`src/rtl/imaenc_pkg.sv`:
```
// ----------------------------------------------------------------------------
// imaenc_pkg
// shared types, constants and tables of the ima adpcm encoder
// ----------------------------------------------------------------------------
`default_nettype none

package imaenc_pkg;

    localparam logic [1:0] FMT_U8    = 2'd0;
    localparam logic [1:0] FMT_S16   = 2'd1;
    localparam logic [1:0] FMT_S32HI = 2'd2;

    localparam logic [6:0] IDX_MAX = 7'd88;

    localparam logic signed [17:0] PRED_MAX = 18'sd32767;
    localparam logic signed [17:0] PRED_MIN = -18'sd32768;

    localparam logic [15:0] U8_BIAS = 16'd128;

    typedef struct packed {
        logic signed [15:0] sample;
        logic               start;
    } t_entry;

    function automatic logic [14:0] step_size(input logic [6:0] idx);
        logic [14:0] s;
        case (idx)
            7'd0:  s = 15'd7;     7'd1:  s = 15'd8;     7'd2:  s = 15'd9;
            7'd3:  s = 15'd10;    7'd4:  s = 15'd11;    7'd5:  s = 15'd12;
            7'd6:  s = 15'd13;    7'd7:  s = 15'd14;    7'd8:  s = 15'd16;
            7'd9:  s = 15'd17;    7'd10: s = 15'd19;    7'd11: s = 15'd21;
            7'd12: s = 15'd23;    7'd13: s = 15'd25;    7'd14: s = 15'd28;
            7'd15: s = 15'd31;    7'd16: s = 15'd34;    7'd17: s = 15'd37;
            7'd18: s = 15'd41;    7'd19: s = 15'd45;    7'd20: s = 15'd50;
            7'd21: s = 15'd55;    7'd22: s = 15'd60;    7'd23: s = 15'd66;
            7'd24: s = 15'd73;    7'd25: s = 15'd80;    7'd26: s = 15'd88;
            7'd27: s = 15'd97;    7'd28: s = 15'd107;   7'd29: s = 15'd118;
            7'd30: s = 15'd130;   7'd31: s = 15'd143;   7'd32: s = 15'd157;
            7'd33: s = 15'd173;   7'd34: s = 15'd190;   7'd35: s = 15'd209;
            7'd36: s = 15'd230;   7'd37: s = 15'd253;   7'd38: s = 15'd279;
            7'd39: s = 15'd307;   7'd40: s = 15'd337;   7'd41: s = 15'd371;
            7'd42: s = 15'd408;   7'd43: s = 15'd449;   7'd44: s = 15'd494;
            7'd45: s = 15'd544;   7'd46: s = 15'd598;   7'd47: s = 15'd658;
            7'd48: s = 15'd724;   7'd49: s = 15'd796;   7'd50: s = 15'd876;
            7'd51: s = 15'd963;   7'd52: s = 15'd1060;  7'd53: s = 15'd1166;
            7'd54: s = 15'd1282;  7'd55: s = 15'd1411;  7'd56: s = 15'd1552;
            7'd57: s = 15'd1707;  7'd58: s = 15'd1878;  7'd59: s = 15'd2066;
            7'd60: s = 15'd2272;  7'd61: s = 15'd2499;  7'd62: s = 15'd2749;
            7'd63: s = 15'd3024;  7'd64: s = 15'd3327;  7'd65: s = 15'd3660;
            7'd66: s = 15'd4026;  7'd67: s = 15'd4428;  7'd68: s = 15'd4871;
            7'd69: s = 15'd5358;  7'd70: s = 15'd5894;  7'd71: s = 15'd6484;
            7'd72: s = 15'd7132;  7'd73: s = 15'd7845;  7'd74: s = 15'd8630;
            7'd75: s = 15'd9493;  7'd76: s = 15'd10442; 7'd77: s = 15'd11487;
            7'd78: s = 15'd12635; 7'd79: s = 15'd13899; 7'd80: s = 15'd15289;
            7'd81: s = 15'd16818; 7'd82: s = 15'd18500; 7'd83: s = 15'd20350;
            7'd84: s = 15'd22385; 7'd85: s = 15'd24623; 7'd86: s = 15'd27086;
            7'd87: s = 15'd29794;
            default: s = 15'd32767;
        endcase
        return s;
    endfunction

    function automatic logic signed [4:0] index_adjust(input logic [2:0] mag);
        logic signed [4:0] a;
        case (mag)
            3'd4:    a = 5'sd2;
            3'd5:    a = 5'sd4;
            3'd6:    a = 5'sd6;
            3'd7:    a = 5'sd8;
            default: a = -5'sd1;
        endcase
        return a;
    endfunction

endpackage

`default_nettype wire

```
`src/rtl/imaenc_front.sv`:
```
// ----------------------------------------------------------------------------
// imaenc_front
// input side: holds the format register and widens each sample to 16 bits
// ----------------------------------------------------------------------------
`default_nettype none

module imaenc_front
    import imaenc_pkg::*;
(
    input  wire logic        i_clk,
    input  wire logic        i_rst_n,
    input  wire logic        i_cfg_we,
    input  wire logic [1:0]  i_cfg_data,
    input  wire logic        i_valid,
    input  wire logic [31:0] i_sample_word,
    input  wire logic        i_start_of_block,
    input  wire logic        i_queue_full,
    output logic             o_stall,
    output logic             o_push,
    output t_entry           o_entry
);

    logic [1:0] r_format;

    always_ff @(posedge i_clk) begin
        if (!i_rst_n) begin
            r_format <= FMT_S16;
        end else if (i_cfg_we) begin
            r_format <= i_cfg_data;
        end
    end

    always_comb begin
        case (r_format)
            FMT_U8:  o_entry.sample = $signed({8'd0, i_sample_word[7:0]} - U8_BIAS);
            FMT_S16: o_entry.sample = $signed(i_sample_word[15:0]);
            default: o_entry.sample = $signed(i_sample_word[31:16]);
        endcase
        o_entry.start = i_start_of_block;
    end

    assign o_stall = i_queue_full;
    assign o_push  = i_valid && !i_queue_full;

endmodule

`default_nettype wire

```
`src/rtl/imaenc_queue.sv`:
```
// ----------------------------------------------------------------------------
// imaenc_queue
// short first-in first-out queue between the front and the coder
// ----------------------------------------------------------------------------
`default_nettype none

module imaenc_queue
    import imaenc_pkg::*;
#(
    parameter int DEPTH = 2
) (
    input  wire logic   i_clk,
    input  wire logic   i_rst_n,
    input  wire logic   i_push,
    input  wire t_entry i_wdata,
    input  wire logic   i_pop,
    output logic        o_full,
    output logic        o_empty,
    output t_entry      o_rdata
);

    localparam int PW = $clog2(DEPTH);
    localparam int CW = $clog2(DEPTH + 1);
    localparam logic [PW-1:0] PTR_LAST = PW'(DEPTH - 1);
    localparam logic [CW-1:0] CNT_FULL = CW'(DEPTH);

    t_entry        r_mem [DEPTH];
    logic [PW-1:0] r_wptr, n_wptr;
    logic [PW-1:0] r_rptr, n_rptr;
    logic [CW-1:0] r_count, n_count;

    always_comb begin
        n_wptr  = r_wptr;
        n_rptr  = r_rptr;
        n_count = r_count;
        if (i_push) begin
            n_wptr = (r_wptr == PTR_LAST) ? '0 : r_wptr + 1'b1;
        end
        if (i_pop) begin
            n_rptr = (r_rptr == PTR_LAST) ? '0 : r_rptr + 1'b1;
        end
        if (i_push && !i_pop) begin
            n_count = r_count + 1'b1;
        end else if (!i_push && i_pop) begin
            n_count = r_count - 1'b1;
        end
    end

    always_ff @(posedge i_clk) begin
        if (!i_rst_n) begin
            r_wptr  <= '0;
            r_rptr  <= '0;
            r_count <= '0;
        end else begin
            r_wptr  <= n_wptr;
            r_rptr  <= n_rptr;
            r_count <= n_count;
        end
    end

    always_ff @(posedge i_clk) begin
        if (i_push) begin
            r_mem[r_wptr] <= i_wdata;
        end
    end

    assign o_rdata = r_mem[r_rptr];
    assign o_full  = (r_count == CNT_FULL);
    assign o_empty = (r_count == '0);

endmodule

`default_nettype wire

```
`src/rtl/imaenc_core.sv`:
```
// ----------------------------------------------------------------------------
// imaenc_core
// coder: adpcm quantizer, predictor and step index, nibble pairing, output word
// ----------------------------------------------------------------------------
`default_nettype none

module imaenc_core
    import imaenc_pkg::*;
(
    input  wire logic   i_clk,
    input  wire logic   i_rst_n,
    input  wire logic   i_empty,
    input  wire t_entry i_entry,
    output logic        o_pop,
    output logic        o_valid,
    input  wire logic   i_stall,
    output logic [7:0]  o_packed_byte
);

    logic signed [15:0] r_pred;
    logic [6:0]         r_idx;
    logic [3:0]         r_held;
    logic               r_phase;
    logic               r_out_valid;
    logic [7:0]         r_out_byte;

    logic signed [15:0] pred_cur;
    logic [6:0]         idx_cur;
    logic [3:0]         held_cur;
    logic               phase_cur;

    logic [16:0]        step0, step1, step2;
    logic signed [16:0] diff_s;
    logic [16:0]        d0, d1, d2;
    logic [16:0]        vp0, vp1, vp2, vp3;
    logic [2:0]         mag;
    logic               sign;
    logic [3:0]         code;
    logic signed [17:0] pred_sum;
    logic signed [15:0] n_pred;
    logic signed [7:0]  idx_sum;
    logic [6:0]         n_idx;
    logic               out_free;
    logic               emit;

    always_comb begin
        pred_cur  = i_entry.start ? '0 : r_pred;
        idx_cur   = i_entry.start ? '0 : r_idx;
        held_cur  = i_entry.start ? '0 : r_held;
        phase_cur = i_entry.start ? 1'b0 : r_phase;

        step0  = {2'b00, step_size(idx_cur)};
        step1  = step0 >> 1;
        step2  = step0 >> 2;
        diff_s = 17'(i_entry.sample) - 17'(pred_cur);
        sign   = diff_s[16];
        d0     = sign ? 17'(-diff_s) : 17'(diff_s);

        vp0 = step0 >> 3;
        mag[2] = (d0 >= step0);
        d1  = mag[2] ? d0 - step0 : d0;
        vp1 = mag[2] ? vp0 + step0 : vp0;
        mag[1] = (d1 >= step1);
        d2  = mag[1] ? d1 - step1 : d1;
        vp2 = mag[1] ? vp1 + step1 : vp1;
        mag[0] = (d2 >= step2);
        vp3 = mag[0] ? vp2 + step2 : vp2;

        pred_sum = sign ? 18'(pred_cur) - $signed({1'b0, vp3})
                        : 18'(pred_cur) + $signed({1'b0, vp3});
        if (pred_sum > PRED_MAX) begin
            n_pred = 16'(PRED_MAX);
        end else if (pred_sum < PRED_MIN) begin
            n_pred = 16'(PRED_MIN);
        end else begin
            n_pred = 16'(pred_sum);
        end

        idx_sum = $signed({1'b0, idx_cur}) + 8'(index_adjust(mag));
        if (idx_sum < 0) begin
            n_idx = '0;
        end else if (idx_sum > $signed({1'b0, IDX_MAX})) begin
            n_idx = IDX_MAX;
        end else begin
            n_idx = 7'(idx_sum);
        end

        code     = {sign, mag};
        out_free = !r_out_valid || !i_stall;
        emit     = phase_cur;
        o_pop    = !i_empty && (!emit || out_free);
    end

    always_ff @(posedge i_clk) begin
        if (!i_rst_n) begin
            r_pred      <= '0;
            r_idx       <= '0;
            r_held      <= '0;
            r_phase     <= 1'b0;
            r_out_valid <= 1'b0;
        end else begin
            if (o_pop) begin
                r_pred  <= n_pred;
                r_idx   <= n_idx;
                r_held  <= code;
                r_phase <= !phase_cur;
            end
            if (o_pop && emit) begin
                r_out_valid <= 1'b1;
            end else if (!i_stall) begin
                r_out_valid <= 1'b0;
            end
        end
    end

    always_ff @(posedge i_clk) begin
        if (o_pop && emit) begin
            r_out_byte <= {held_cur, code};
        end
    end

    assign o_valid       = r_out_valid;
    assign o_packed_byte = r_out_byte;

endmodule

`default_nettype wire

```
`src/rtl/ima_adpcm_encoder.sv`:
```
// ----------------------------------------------------------------------------
// ima_adpcm_encoder
// pcm to 4-bit ima adpcm encoder, two codes packed per output byte
// ----------------------------------------------------------------------------
// input channel: i_valid / o_stall carry one sample word and a start-of-block
//   flag; a word is taken at a clock edge with i_valid high and o_stall low.
// output channel: o_valid / i_stall carry one packed byte, earlier code in the
//   high nibble; a byte is taken with o_valid high and i_stall low.
// i_cfg_we / i_cfg_data write the sample format; write only while idle.
// throughput: one sample per cycle while o_stall is low; a byte comes out
//   for every second sample. a byte's second sample is written into the
//   queue when taken, then moves through the coder into the output register;
//   a stalled output can hold it in the queue. the coder's predictor / step
//   index loop is combinational and is registered as each sample is popped.
// o_stall rises only when the QUEUE_DEPTH entry queue is full; a stalled
//   output holds its byte while the coder keeps taking first-of-pair samples.
// reset: format returns to 16-bit signed, queue empties, predictor, step
//   index and pairing clear, and no byte is pending.
// ----------------------------------------------------------------------------
`default_nettype none

module ima_adpcm_encoder
    import imaenc_pkg::*;
#(
    parameter int QUEUE_DEPTH = 2
) (
    input  wire logic        i_clk,
    input  wire logic        i_rst_n,
    input  wire logic        i_cfg_we,
    input  wire logic [1:0]  i_cfg_data,
    input  wire logic        i_valid,
    output logic             o_stall,
    input  wire logic [31:0] i_sample_word,
    input  wire logic        i_start_of_block,
    output logic             o_valid,
    input  wire logic        i_stall,
    output logic [7:0]       o_packed_byte
);

    t_entry front_entry;
    t_entry queue_entry;
    logic   push;
    logic   pop;
    logic   queue_full;
    logic   queue_empty;

    imaenc_front u_front (
        .i_clk            (i_clk),
        .i_rst_n          (i_rst_n),
        .i_cfg_we         (i_cfg_we),
        .i_cfg_data       (i_cfg_data),
        .i_valid          (i_valid),
        .i_sample_word    (i_sample_word),
        .i_start_of_block (i_start_of_block),
        .i_queue_full     (queue_full),
        .o_stall          (o_stall),
        .o_push           (push),
        .o_entry          (front_entry)
    );

    imaenc_queue #(
        .DEPTH (QUEUE_DEPTH)
    ) u_queue (
        .i_clk   (i_clk),
        .i_rst_n (i_rst_n),
        .i_push  (push),
        .i_wdata (front_entry),
        .i_pop   (pop),
        .o_full  (queue_full),
        .o_empty (queue_empty),
        .o_rdata (queue_entry)
    );

    imaenc_core u_core (
        .i_clk         (i_clk),
        .i_rst_n       (i_rst_n),
        .i_empty       (queue_empty),
        .i_entry       (queue_entry),
        .o_pop         (pop),
        .o_valid       (o_valid),
        .i_stall       (i_stall),
        .o_packed_byte (o_packed_byte)
    );

endmodule

`default_nettype wire
```
`config.mk`:
```
export PLATFORM = sky130hd
export DESIGN_NAME = ima_adpcm_encoder
export DESIGN_NICKNAME = d
export VERILOG_FILES = /design/src/rtl/imaenc_pkg.sv /design/src/rtl/imaenc_front.sv /design/src/rtl/imaenc_queue.sv /design/src/rtl/imaenc_core.sv /design/src/rtl/ima_adpcm_encoder.sv
export SDC_FILE = /design/constraint.sdc
export NUM_CORES = 1
export LEC_CHECK = 0
export BUFFER_PORTS_ARGS = -buffer_cell sky130_fd_sc_hd__buf_4
export CAP_MARGIN = 20
export CORE_ASPECT_RATIO = 0.9
export CORE_MARGIN = 3
export CORE_UTILIZATION = 35
export DETAILED_ROUTE_END_ITERATION = 10
export PLACE_DENSITY = 0.51
export SLEW_MARGIN = 20
export SYNTH_ARGS = -nofsm -noshare
export SYNTH_HDL_FRONTEND = slang
export SYNTH_SLANG_ARGS = --single-unit
```
`constraint.sdc`:
```
create_clock -name i_clk -period 16.1 [get_ports i_clk]
set_input_delay 0.805 -clock i_clk [delete_from_list [all_inputs] [get_ports i_clk]]
set_output_delay 0.805 -clock i_clk [all_outputs]
set_load 0.02 [all_outputs]
```
Word-level counts from Yosys, hierarchy flattened:

Memories as Yosys holds them, arrays and structs flattened. A register that Yosys moved wholly into a read port is not among the register bits.
Index checks and enable logic that the tools add are counted.

* bits in registers: 43
* memory bits (writable): 34
* input port bits: 40
* output and inout port bits: 10
* memories kept: 2
* latch bits: 0
* bits in read-only memories: 1920

Memory list
* (name not given): depth 128, width 15, rd ports 1, clocked after Yosys merged registers in 0, wr ports 0, line imaenc_pkg.sv:27 `case (idx)`
* u_queue.r_mem: depth 2, width 17, rd ports 1, clocked after Yosys merged registers in 1, wr ports 1, line imaenc_queue.sv:27 `t_entry r_mem [DEPTH];`

* bitwise gates (word level): 0
* order comparisons: 7
* $mul: 0
* shift operators: 0
* reductions and logical operators: 17
* eq/ne operators: 7
* add/sub/neg operators: 15
* divide/modulo/power cells: 0
* muxes and demuxes: 26

Operators with widths (number)
* two-way mux 17 bit: 6
* two-way mux 16 bit: 3
* case mux 16 bit (2 select lines): 1
* two-way mux 7 bit: 3
* case mux 5 bit (4 select lines): 1
* adder 16 x 18 -> 18 bit: 1
* > comparator 18 x 16 -> 1 bit (second input constant): 1
* < comparator 18 x 16 -> 1 bit (second input constant): 1
* two-way mux 18 bit: 1
* subtractor 16 x 18 -> 18 bit: 1
* adder 17 x 13 -> 17 bit: 1
* adder 17 x 14 -> 17 bit: 1
* greater-or-equal comparator 17 x 13 -> 1 bit: 1
* greater-or-equal comparator 17 x 14 -> 1 bit: 1
* greater-or-equal comparator 17 x 15 -> 1 bit: 1
* negation 17 bit: 1
* subtractor 16 x 16 -> 17 bit: 1
* subtractor 17 x 14 -> 17 bit: 1
* subtractor 17 x 15 -> 17 bit: 1
* adder 12 x 15 -> 16 bit: 1
* == test 3 bit (second input constant): 4
* two-way mux 1 bit: 9
* subtractor 8 x 8 -> 9 bit (second input constant): 1
* adder 8 x 5 -> 8 bit: 1
* 14 further kinds: 28

Longest topological paths before layout:

Gate-level depths: netlist of run 1.

* word-level depth: 15
* gate-level depth with buffers: 91

Hierarchy:

Synthesis of run 1 repeated with hierarchy kept, for this count alone.

* cells, all modules: 1690
* area, all modules: 12911.1 um^2

Modules (own cells, without submodules)
* imaenc_core: instances 1, area each 11100.6 um^2, cells an instance 1565
* imaenc_queue: instances 1, area each 1443.9 um^2, cells an instance 75
* imaenc_front: instances 1, area each 366.6 um^2, cells an instance 50

Worst setup path after synthesis of run 1:

OpenSTA, ideal clock, no wires.

* kind: register to register
* start: register with a tool-made name
* end: register u_core.r_pred[2]
* setup slack: -1.267 ns
* library setup time: 0.119 ns
* cell stages (with the launch flop): 89
* data arrival time: 17.247 ns
* path through: dfxtp_1 > clkbuf_1 > mux2i_1 > clkbuf_1 > clkbuf_1 > clkbuf_1 > nand2_1 > inv_1 > ha_1 > inv_1 > fa_1 > a21o_1 > a22o_1 > o211a_1 > a311oi_2 > o22ai_1 > inv_2 > clkbuf_1 > [53 not listed] > nor2b_1 > o21ai_0 > a21boi_0 > o21ai_0 > a21boi_0 > o21ai_0 > a21boi_0 > o31a_1 > o211ai_1 > nand2_1 > o21a_1 > o211ai_1 > or3_1 > a21oi_1 > a311o_1 > nor2_4 > buf_4 > a21oi_1

RTL lines
* to (signal assigned): line imaenc_core.sv:103 `r_pred <= n_pred;`
* to (decl): line imaenc_core.sv:20 `logic signed [15:0] r_pred;`

==> results of run 1 <==
[cells in the mapped netlist (9+ instances only)]
library cell / count / area, um2
nand3_1: 39 / 195.2
or3_1: 14 / 87.58
and2_1: 11 / 68.82
dfxtp_1: 36 / 720.7
mux2i_1: 28 / 280.3
a21boi_0: 9 / 67.56
edfxtp_1: 42 / 1261
clkbuf_1: 59 / 221.5
a211oi_1: 21 / 157.7
a21o_1: 28 / 210.2
o21ai_0: 153 / 765.7
buf_1: 15 / 56.30
a21oi_1: 164 / 820.8
xnor2_1: 72 / 630.6
o22ai_1: 11 / 68.82
xor2_1: 36 / 315.3
nor3_1: 42 / 210.2
and3_1: 17 / 106.4
o21bai_1: 9 / 67.56
nand2b_1: 18 / 112.6
nor2b_1: 20 / 125.1
nor2_1: 156 / 585.6
o211a_1: 10 / 100.1
mux2_2: 31 / 349.1
inv_1: 100 / 375.4
a31oi_1: 18 / 112.6
o311ai_0: 10 / 87.58
ha_1: 146 / 1827
nand4_1: 18 / 112.6
o211ai_1: 20 / 150.1
o21a_1: 18 / 135.1
nand2_1: 187 / 701.9
o31ai_1: 11 / 82.58
[cell type report]
| class | count | area (um2) |
|---|---|---|
| Clock inverter | 5 | 40.04 |
| Sequential cell | 78 | 1982 |
| Inverter | 105 | 396.6 |
| Tap cell | 469 | 586.8 |
| Timing Repair Buffer | 108 | 847.1 |
| Clock buffer | 11 | 254.0 |
| Multi-Input combinational cell | 1464 | 10090 |
| Fill cell | 3674 | 21100 |
[cell families (layout without fill, tap and decap cells)]
logic type | Yosys count | count (layout) | synth area share
AOI/OAI and AO/OA | 562 | 563 | 0.2824
xor gates and xnor gates | 108 | 108 | 0.07490
adders and majority gates | 154 | 154 | 0.1573
buffers and inverters | 183 | 229 | 0.05518
DFF | 78 | 78 | 0.1569
muxes | 63 | 63 | 0.05449
and+or+nand+nor | 576 | 576 | 0.2187
[routing by layer]
| metal | vias up | part of all wire |
|---|---|---|
| met3 | 41 | 0.059 |
| met2 | 389 | 0.41 |
| met5 | - | 0 |
| met4 | 0 | 0.013 |
| met1 | 6190 | 0.52 |
| li1 | 6408 | - |
[critical path, delay by kind of cell, from the launching register on]
family	cells	cell delay [ns]
muxes	3	0.74
AOI/OAI and AO/OA	37	7.89
DFF	1	0.36
buffers and inverters	7	0.92
xor gates and xnor gates	2	0.34
adders and majority gates	7	2.10
and+or+nand+nor	18	2.69
[state kept, by name, summed over array words and instances, names as in the netlist, named ones only]
| register | count |
|---|---|
| u_core.o_packed_byte | 8 |
| u_core.r_held | 4 |
| u_core.r_phase | 1 |
| u_core.o_valid | 1 |
| u_queue.r_mem | 34 |
| u_queue.r_rptr | 1 |
| u_core.r_pred | 16 |
| u_front.r_format | 2 |
| u_queue.r_count | 2 |
| u_core.r_idx | 7 |
| u_queue.r_wptr | 1 |
[worst min path at each step]
stage	from	endpoint	depth (start not counted)
3_3_place_gp	u_core.r_held[2]$_SDFFE_PN0P_	u_core.r_held[2]$_SDFFE_PN0P_	1
5_1_grt	u_core.r_held[0]$_SDFFE_PN0P_	u_core.r_held[0]$_SDFFE_PN0P_	1
2_1_floorplan	u_core.r_held[0]$_SDFFE_PN0P_	u_core.r_held[0]$_SDFFE_PN0P_	1
4_1_cts	u_core.r_held[2]$_SDFFE_PN0P_	u_core.r_held[2]$_SDFFE_PN0P_	1
6_report	u_core.r_held[2]$_SDFFE_PN0P_	u_core.r_held[2]$_SDFFE_PN0P_	1
3_5_place_dp	u_core.r_held[0]$_SDFFE_PN0P_	u_core.r_held[0]$_SDFFE_PN0P_	1
[through the flow]
step / instances / TNS, ns
CTS: 2225 / 0
detailed placement: 2206 / -4.468
global route: 2240 / -0.4045
global placement: 2206 / 0
finish: 2240 / 0
floorplan: 1724 / 0
[repair_timing]
action,4_1_cts,5_1_grt
setup buffers,3,14
cloned,0,1
pin swaps,2,9
endpoints found under the hold margin,0,0
resized for setup,3,27
endpoints found under the setup margin,15,16
==> qor.csv, run 1 <==
metric;value;unit
outcome;complete, no violations;
Final Worst Setup Slack;0.9369;ns
Global Route met1 Usage;0.3472;
Final setup viols;0;
latest clock arrival within the worst-skew pair;0.37;ns
clock tree sinks;78;
syn nets;1918;
Async S/R FF share, synth;0;
TritonRoute pass-1 iters;6;
final WL;43.38;mm
Synth Area per Inst;7.326;um2
hold buffer count at CTS;0;
Final Cycle Share;0.9418;
post-DR wirelength/cell;19.37;um
crit start category;register;
critical path class;register to register;
full die area;38400;um2
Worst setup EP type;register;
hold slack final;0.4937;ns
post-synth cell types;93;
met3 Resource Use GR;0.02680;
Post-synth EDFFs;42;
Final Hold Violating Endpoints;0;
max_slew headroom;0.2949;
CP Capture Point;u_core.r_pred[0]$_SDFFE_PN0P_;
worst r2r dst;u_core.r_pred[0]$_SDFFE_PN0P_;
Clock Tree Root;clkbuf_16;
Slew @ Worst Pin;1.047;ns
total CTS buffers;9;
# diodes;0;
Die H;186.2;um
Area growth syn-to-layout;12.37;%
post-synthesis sequential area ratio;0.1569;
Port Buffers;49;
design area;14190;um2
TritonCTS clock tree;done;
initial antenna violation count;0;
vias per cell;5.816;
Top Usage Layer GRT;met1;
Iter 0 DRT Violations;1209;
cells on worst reg2reg path;74;
row count;65;
pre-CTS WS;-0.3720;ns
Min Clock Period, post-route;15.16;ns
drc violations;0;
vias in the first global route;11795;
RD Place Congestion;0.9195;
flops & latches, synth;78;
commonest non-fill, non-tap cells in the layout;186 x nand2_1, 157 x a21oi_1, 156 x nor2_1;
Max Fanout on Critical Path;12;
fmax;0.06595;GHz
Slowest-stage cell, CP;o311ai_0;
Nets;1960;
Area after DPL;13630;um2
largest net degree at the start of global routing;38;
Hold WC Path Type;register to register;
die width;206.2;um
post-synthesis cell count;1724;
Reg clk slew, reported paths;0.06;ns
Final Util;0.4021;
reg2reg setup slack;0.94;ns
biggest cell delay along the critical path;0.54;ns
Tot GR Track Use;0.2196;
Congestion Overflow GR;0;
Longest Clk Path Bufs;2;
DP HPWL;33.98;mm
Crit path top cell by count;a21o_1;
CP arrival;15.44;ns
most common cell after layout, fill and taps aside;nand2_1;
I/O Pins;50;
Mapped Area;12630;um2
Initial Utilization;0.3578;
first-pass GRT wire length;67.07;mm
H-tree depth;3;
core area;35300;um2
Post-DRT Antenna Nets;0;
worst clock skew;0.02082;ns
layout cells sized above 1;0.1208;
Synth Flop Type;edfxtp_1;
GRT met2 Usage;0.3239;
Req. time, crit path;16.38;ns
Pins Over Slew Limit;0;
maxcap violations;0;
via count;13028;
yosys warns;0;
Power of run 1 is not shown: default switching activity piles up to over one toggle a cycle in this logic, so the estimate is an artifact.
==> run 2: changes to the inputs <==
PLACE_DENSITY = 0.49   (was 0.51)
clock period = 14.56 ns   (was 16.1 ns; I/O delays follow)
==> run 2 against run 1 <==
First-iteration DRC count fell by 7.7%. Worst setup slack got worse by 0.15 ns. Global-route usage up 0.63 points. Die area unchanged. Via count up 0.46%. Largest cell class unchanged.
==> qor.csv, run 2 (synthesis results as in run 1) <==
metric;value;unit;change
outcome;complete, no violations;;
TritonCTS clock tree;done;;
full die area;38400;um2;unchanged
# diodes;0;;unchanged
I/O Pins;50;;unchanged
Tot GR Track Use;0.2259;;+0.006318
most common cell after layout, fill and taps aside;nand2_1;;
CP arrival;14.05;ns;-1.39 ns
worst clock skew;0.02721;ns;+0.006385 ns
drc violations;0;;unchanged
fmax;0.07260;GHz;+10%
post-DR wirelength/cell;19.61;um;+1.3%
Pins Over Slew Limit;0;;unchanged
initial antenna violation count;0;;unchanged
largest net degree at the start of global routing;38;;unchanged
Worst setup EP type;register;;
first-pass GRT wire length;68.52;mm;+2.2%
Nets;1982;;+1.1%
Congestion Overflow GR;0;;unchanged
vias per cell;5.786;;-0.52%
crit start category;register;;
biggest cell delay along the critical path;0.59;ns;+0.05 ns
CP Buf/Inv Count;6;;-1
Min Clock Period, post-route;13.77;ns;-1.388 ns
total negative slack;0;ns;unchanged
latest clock arrival within the worst-skew pair;0.37;ns;about the same
Top reg by flops;u_queue.r_mem;;
core area;35300;um2;unchanged
flip-flop count of the largest register after layout;34;;unchanged
Crit path top cell by count;a21o_1;;
layout cells sized above 1;0.1539;;+0.03310
clock tree sinks;78;;unchanged
Port Buffers;49;;unchanged
DP HPWL;35.13;mm;+3.4%
Clock Tree Root;clkbuf_16;;
WHS Path Cells;1;;unchanged
maxcap violations;0;;unchanged
max_slew headroom;0.1799;;-0.1150
row count;65;;unchanged
critical path class;register to register;;
Max Fanout on Critical Path;32;;+20
Die H;186.2;um;unchanged
Slowest-stage cell, CP;or4_1;;
Req. time, crit path;14.84;ns;-1.54 ns
RD Place Congestion;0.9370;;+1.9%
cells on worst reg2reg path;69;;-6.8%
final WL;44.36;mm;+2.3%
CP delay by family, top;compound AO/OA/AOI/OAI gates;;
Slew @ Worst Pin;1.224;ns;+0.1779 ns
Post-DRT Antenna Nets;0;;unchanged
TritonRoute pass-1 iters;6;;unchanged
via count;13088;;+0.46%
Final Hold Violating Endpoints;0;;unchanged
Area growth syn-to-layout;15.97;%;
H-tree depth;3;;unchanged
die width;206.2;um;unchanged
Initial Utilization;0.3578;;unchanged
Hold WC Path Type;register to register;;
Reg clk slew, reported paths;0.07;ns;about the same
commonest non-fill, non-tap cells in the layout;182 x nand2_1, 155 x a21oi_1, 153 x nor2_1;;
CP Depth;69;;-6.8%
Final Cycle Share;0.9461;;+0.004274
Final setup viols;0;;unchanged
Iter 0 DRT Violations;1116;;-7.7%
total CTS buffers;9;;unchanged
hold buffer count at CTS;0;;unchanged
Longest Clk Path Bufs;2;;unchanged
vias in the first global route;12175;;+3.2%
-- run 2: cell types whose count changed in the layout (fill, tap and decap cells not counted), moves of 5 or more --
cell | previous run | this run
buf_4 | 104 | 122
ha_1 | 145 | 135
inv_1 | 100 | 94
ha_4 | 0 | 6
inv_2 | 3 | 8
o21ai_0 | 145 | 138
-- run 2: routing by layer --
metal	track usage	wire length [um]	vias to the layer above	share of wire
met1	0.3387	22250	6187	0.50
met2	0.3410	18780	397	0.42
met3	0.04541	2794	45	0.063
met5	0	0	-	0
met4	0.03474	540	0	0.012
li1	-	-	6459	-
-- run 2: worst paths after layout --
kind / startpoint / endpoint / slack [ns]
hold / removal: u_core.r_held[1]$_SDFFE_PN0P_ / u_core.r_held[1]$_SDFFE_PN0P_ / 0.49
hold reg to reg: u_core.r_held[1]$_SDFFE_PN0P_ / u_core.r_held[1]$_SDFFE_PN0P_ / 0.49
setup reg to reg: register / u_core.r_pred[5]$_SDFFE_PN0P_ / 0.79
setup / recovery: register / u_core.r_pred[5]$_SDFFE_PN0P_ / 0.79
-- run 2: layout make-up --
class                      instances  area [um2]
tap                              469       586.8
sequential                        78        1983
inverter                         105       400.4
multi-input combinational       1463       10300
clock buffer                       9       225.2
fill                            3716       20650
clock inverter                     7       91.34
timing repair buffer             131        1060
-- run 2: repair_timing --
item	in CTS	in global routing
cloned	0	0
setup buffers	1	22
resized for setup	2	48
pin swaps	1	17
endpoints found under the setup margin	15	16
-- run 2: through the flow --
step | instances | cell area, um2 | setup WS [ns] | utilization | hold slack (ns)
global placement | 2223 | 13890 | -0.1090 | 0.3936 | 0.4761
floorplan | 1724 | 12980 | 0.009188 | - | 0.4642
global route | 2262 | 14650 | -0.06686 | 0.4150 | 0.5179
CTS | 2240 | 14230 | 0.05484 | 0.4031 | 0.4961
detailed placement | 2223 | 13890 | -0.3176 | 0.3936 | 0.4805
finish | 2262 | 14650 | 0.7850 | 0.4150 | 0.4911
Power of run 2 is left out for the same reason.
==> run 3: changes to the inputs <==
--- a/config.mk
+++ b/config.mk
@@ -9,6 +9,7 @@
 export CAP_MARGIN = 20
 export CORE_ASPECT_RATIO = 0.9
-export CORE_MARGIN = 3
+export CORE_MARGIN = 2
 export CORE_UTILIZATION = 35
+export CTS_BUF_LIST = sky130_fd_sc_hd__clkbuf_16
 export DETAILED_ROUTE_END_ITERATION = 10
 export PLACE_DENSITY = 0.49
==> constraint.sdc (replaced) <==
create_clock -name i_clk -period 14.56 [get_ports i_clk]
set_input_delay 0.728 -clock i_clk [delete_from_list [all_inputs] [get_ports i_clk]]
set_output_delay 0.728 -clock i_clk [all_outputs]
set_load 0.01 [all_outputs]
==> run 3 against run 2 <==
Critical path depth unchanged. Global-route usage grew 0.56 points. Register-to-register slack worse by 0.11 ns. Count of clock-buffer cells in the layout unchanged. Worst hold slack better by 0.0049 ns. Fmax down 0.78%. Wire length fell by 0.86%. Cell area hardly changed. Sequential share of layout area barely moved. Clock skew fell by 0.0087 ns. Critical endpoint is now u_core.r_pred[0]$_SDFFE_PN0P_.
==> qor.csv, run 3 (synthesis results as in run 1) <==
metric;value;unit;change
Max Fanout on Critical Path;32;;unchanged
drc violations;0;;unchanged
maxcap violations;0;;unchanged
Hold WC Path Type;register to register;;
Worst setup EP type;register;;
Top reg by flops;u_queue.r_mem;;
post-DR wirelength/cell;19.38;um;-1.2%
Req. time, crit path;14.84;ns;about the same
DP HPWL;34.63;mm;-1.4%
vias in the first global route;12255;;+0.66%
Pins Over Slew Limit;0;;unchanged
RD Place Congestion;0.9378;;about the same
final WL;43.98;mm;-0.86%
# diodes;0;;unchanged
Nets;1990;;+0.40%
total CTS buffers;9;;unchanged
Longest Clk Path Bufs;2;;unchanged
Die H;184.2;um;-1.1%
max_slew headroom;0.3562;;+0.1763
CP Buf/Inv Count;7;;+1
fillers;3637;;-2.1%
Final Cycle Share;0.9535;;+0.007399
area of the multi-input gates;10270;um2;-0.30%
Area growth syn-to-layout;16.00;%;about the same
critical path class;register to register;;
Iter 0 DRT Violations;1042;;-6.6%
Initial Utilization;0.3578;;unchanged
Port Buffers;49;;unchanged
TritonCTS clock tree;done;;
most common cell after layout, fill and taps aside;nand2_1;;
outcome;complete, no violations;;
Reg clk slew, reported paths;0.07;ns;about the same
dpl cells;2231;;+0.36%
first-pass GRT wire length;68.45;mm;-0.10%
largest net degree at the start of global routing;36;;-5.3%
initial antenna violation count;0;;unchanged
fin cells;2270;;+0.35%
Post-DRT Antenna Nets;0;;unchanged
Congestion Overflow GR;0;;unchanged
crit start category;register;;
Slowest-stage cell, CP;or4_1;;
via count;13151;;+0.48%
latest clock arrival within the worst-skew pair;0.36;ns;about the same
Final setup viols;0;;unchanged
commonest non-fill, non-tap cells in the layout;183 x nand2_1, 156 x a21oi_1, 153 x nor2_1;;
Crit path top cell by count;a21o_1;;
Final Hold Violating Endpoints;0;;unchanged
pre-CTS WS;-0.5369;ns;-0.2193 ns
total negative slack;0;ns;unchanged
I/O Pins;50;;unchanged
Final Worst Setup Slack;0.6773;ns;-0.1077 ns
reg2reg setup slack;0.68;ns;-0.11 ns
core area;35300;um2;unchanged
CP arrival;14.16;ns;+0.11 ns
Sequential Area;1983;um2;unchanged
hold buffer count at CTS;0;;unchanged
die width;204.2;um;-0.97%
biggest cell delay along the critical path;0.59;ns;about the same
clock tree sinks;78;;unchanged
full die area;37620;um2;-2.0%
flip-flop count of the largest register after layout;34;;unchanged
Min Clock Period, post-route;13.88;ns;+0.1077 ns
Slew @ Worst Pin;0.9612;ns;-0.2632 ns
Clock Tree Root;clkbuf_16;;
TritonRoute pass-1 iters;6;;unchanged
worst clock skew;0.01849;ns;-0.008719 ns
H-tree depth;3;;unchanged
vias per cell;5.793;;+0.13%
fmax;0.07203;GHz;-0.78%
layout cells sized above 1;0.1538;;about the same
row count;65;;unchanged
Tot GR Track Use;0.2316;;+0.005642
CP delay by family, top;compound AO/OA/AOI/OAI gates;;
run 3: what timing repair did:
action	CTS	global route
setup buffers	3	20
endpoints found under the setup margin	15	16
pin swaps	2	19
resized for setup	2	39
run 3: layer usage:
metal | wire (um) | track usage
met1 | 22530 | 0.3464
met2 | 18380 | 0.3471
met3 | 2269 | 0.03306
met4 | 811 | 0.05304
met5 | 0 | 0
run 3: stage by stage:
stage / hold WS [ns] / cell area (um2) / util
2_1_floorplan: 0.4642 / 12980 / -
5_1_grt: 0.5158 / 14650 / 0.4151
4_1_cts: 0.4998 / 14330 / 0.4059
3_3_place_gp: 0.4770 / 13950 / 0.3953
3_5_place_dp: 0.4821 / 13950 / 0.3953
6_report: 0.4960 / 14650 / 0.4151
run 3: cell type report:
class / instances / area share
clock inverter: 7 / 0.006149
sequential: 78 / 0.1354
tap: 469 / 0.04005
inverter: 105 / 0.02759
multi-input combinational: 1463 / 0.7009
clock buffer: 9 / 0.01537
timing repair buffer: 139 / 0.07456
run 3: final timing paths:
kind | cells after the start | end | start
max | 69 | u_core.r_pred[0]$_SDFFE_PN0P_ | register
max reg2reg | 69 | u_core.r_pred[0]$_SDFFE_PN0P_ | register
min reg2reg | 1 | u_core.r_held[1]$_SDFFE_PN0P_ | u_core.r_held[1]$_SDFFE_PN0P_
min | 1 | u_core.r_held[1]$_SDFFE_PN0P_ | u_core.r_held[1]$_SDFFE_PN0P_
Power of run 3 is left out for the same reason.
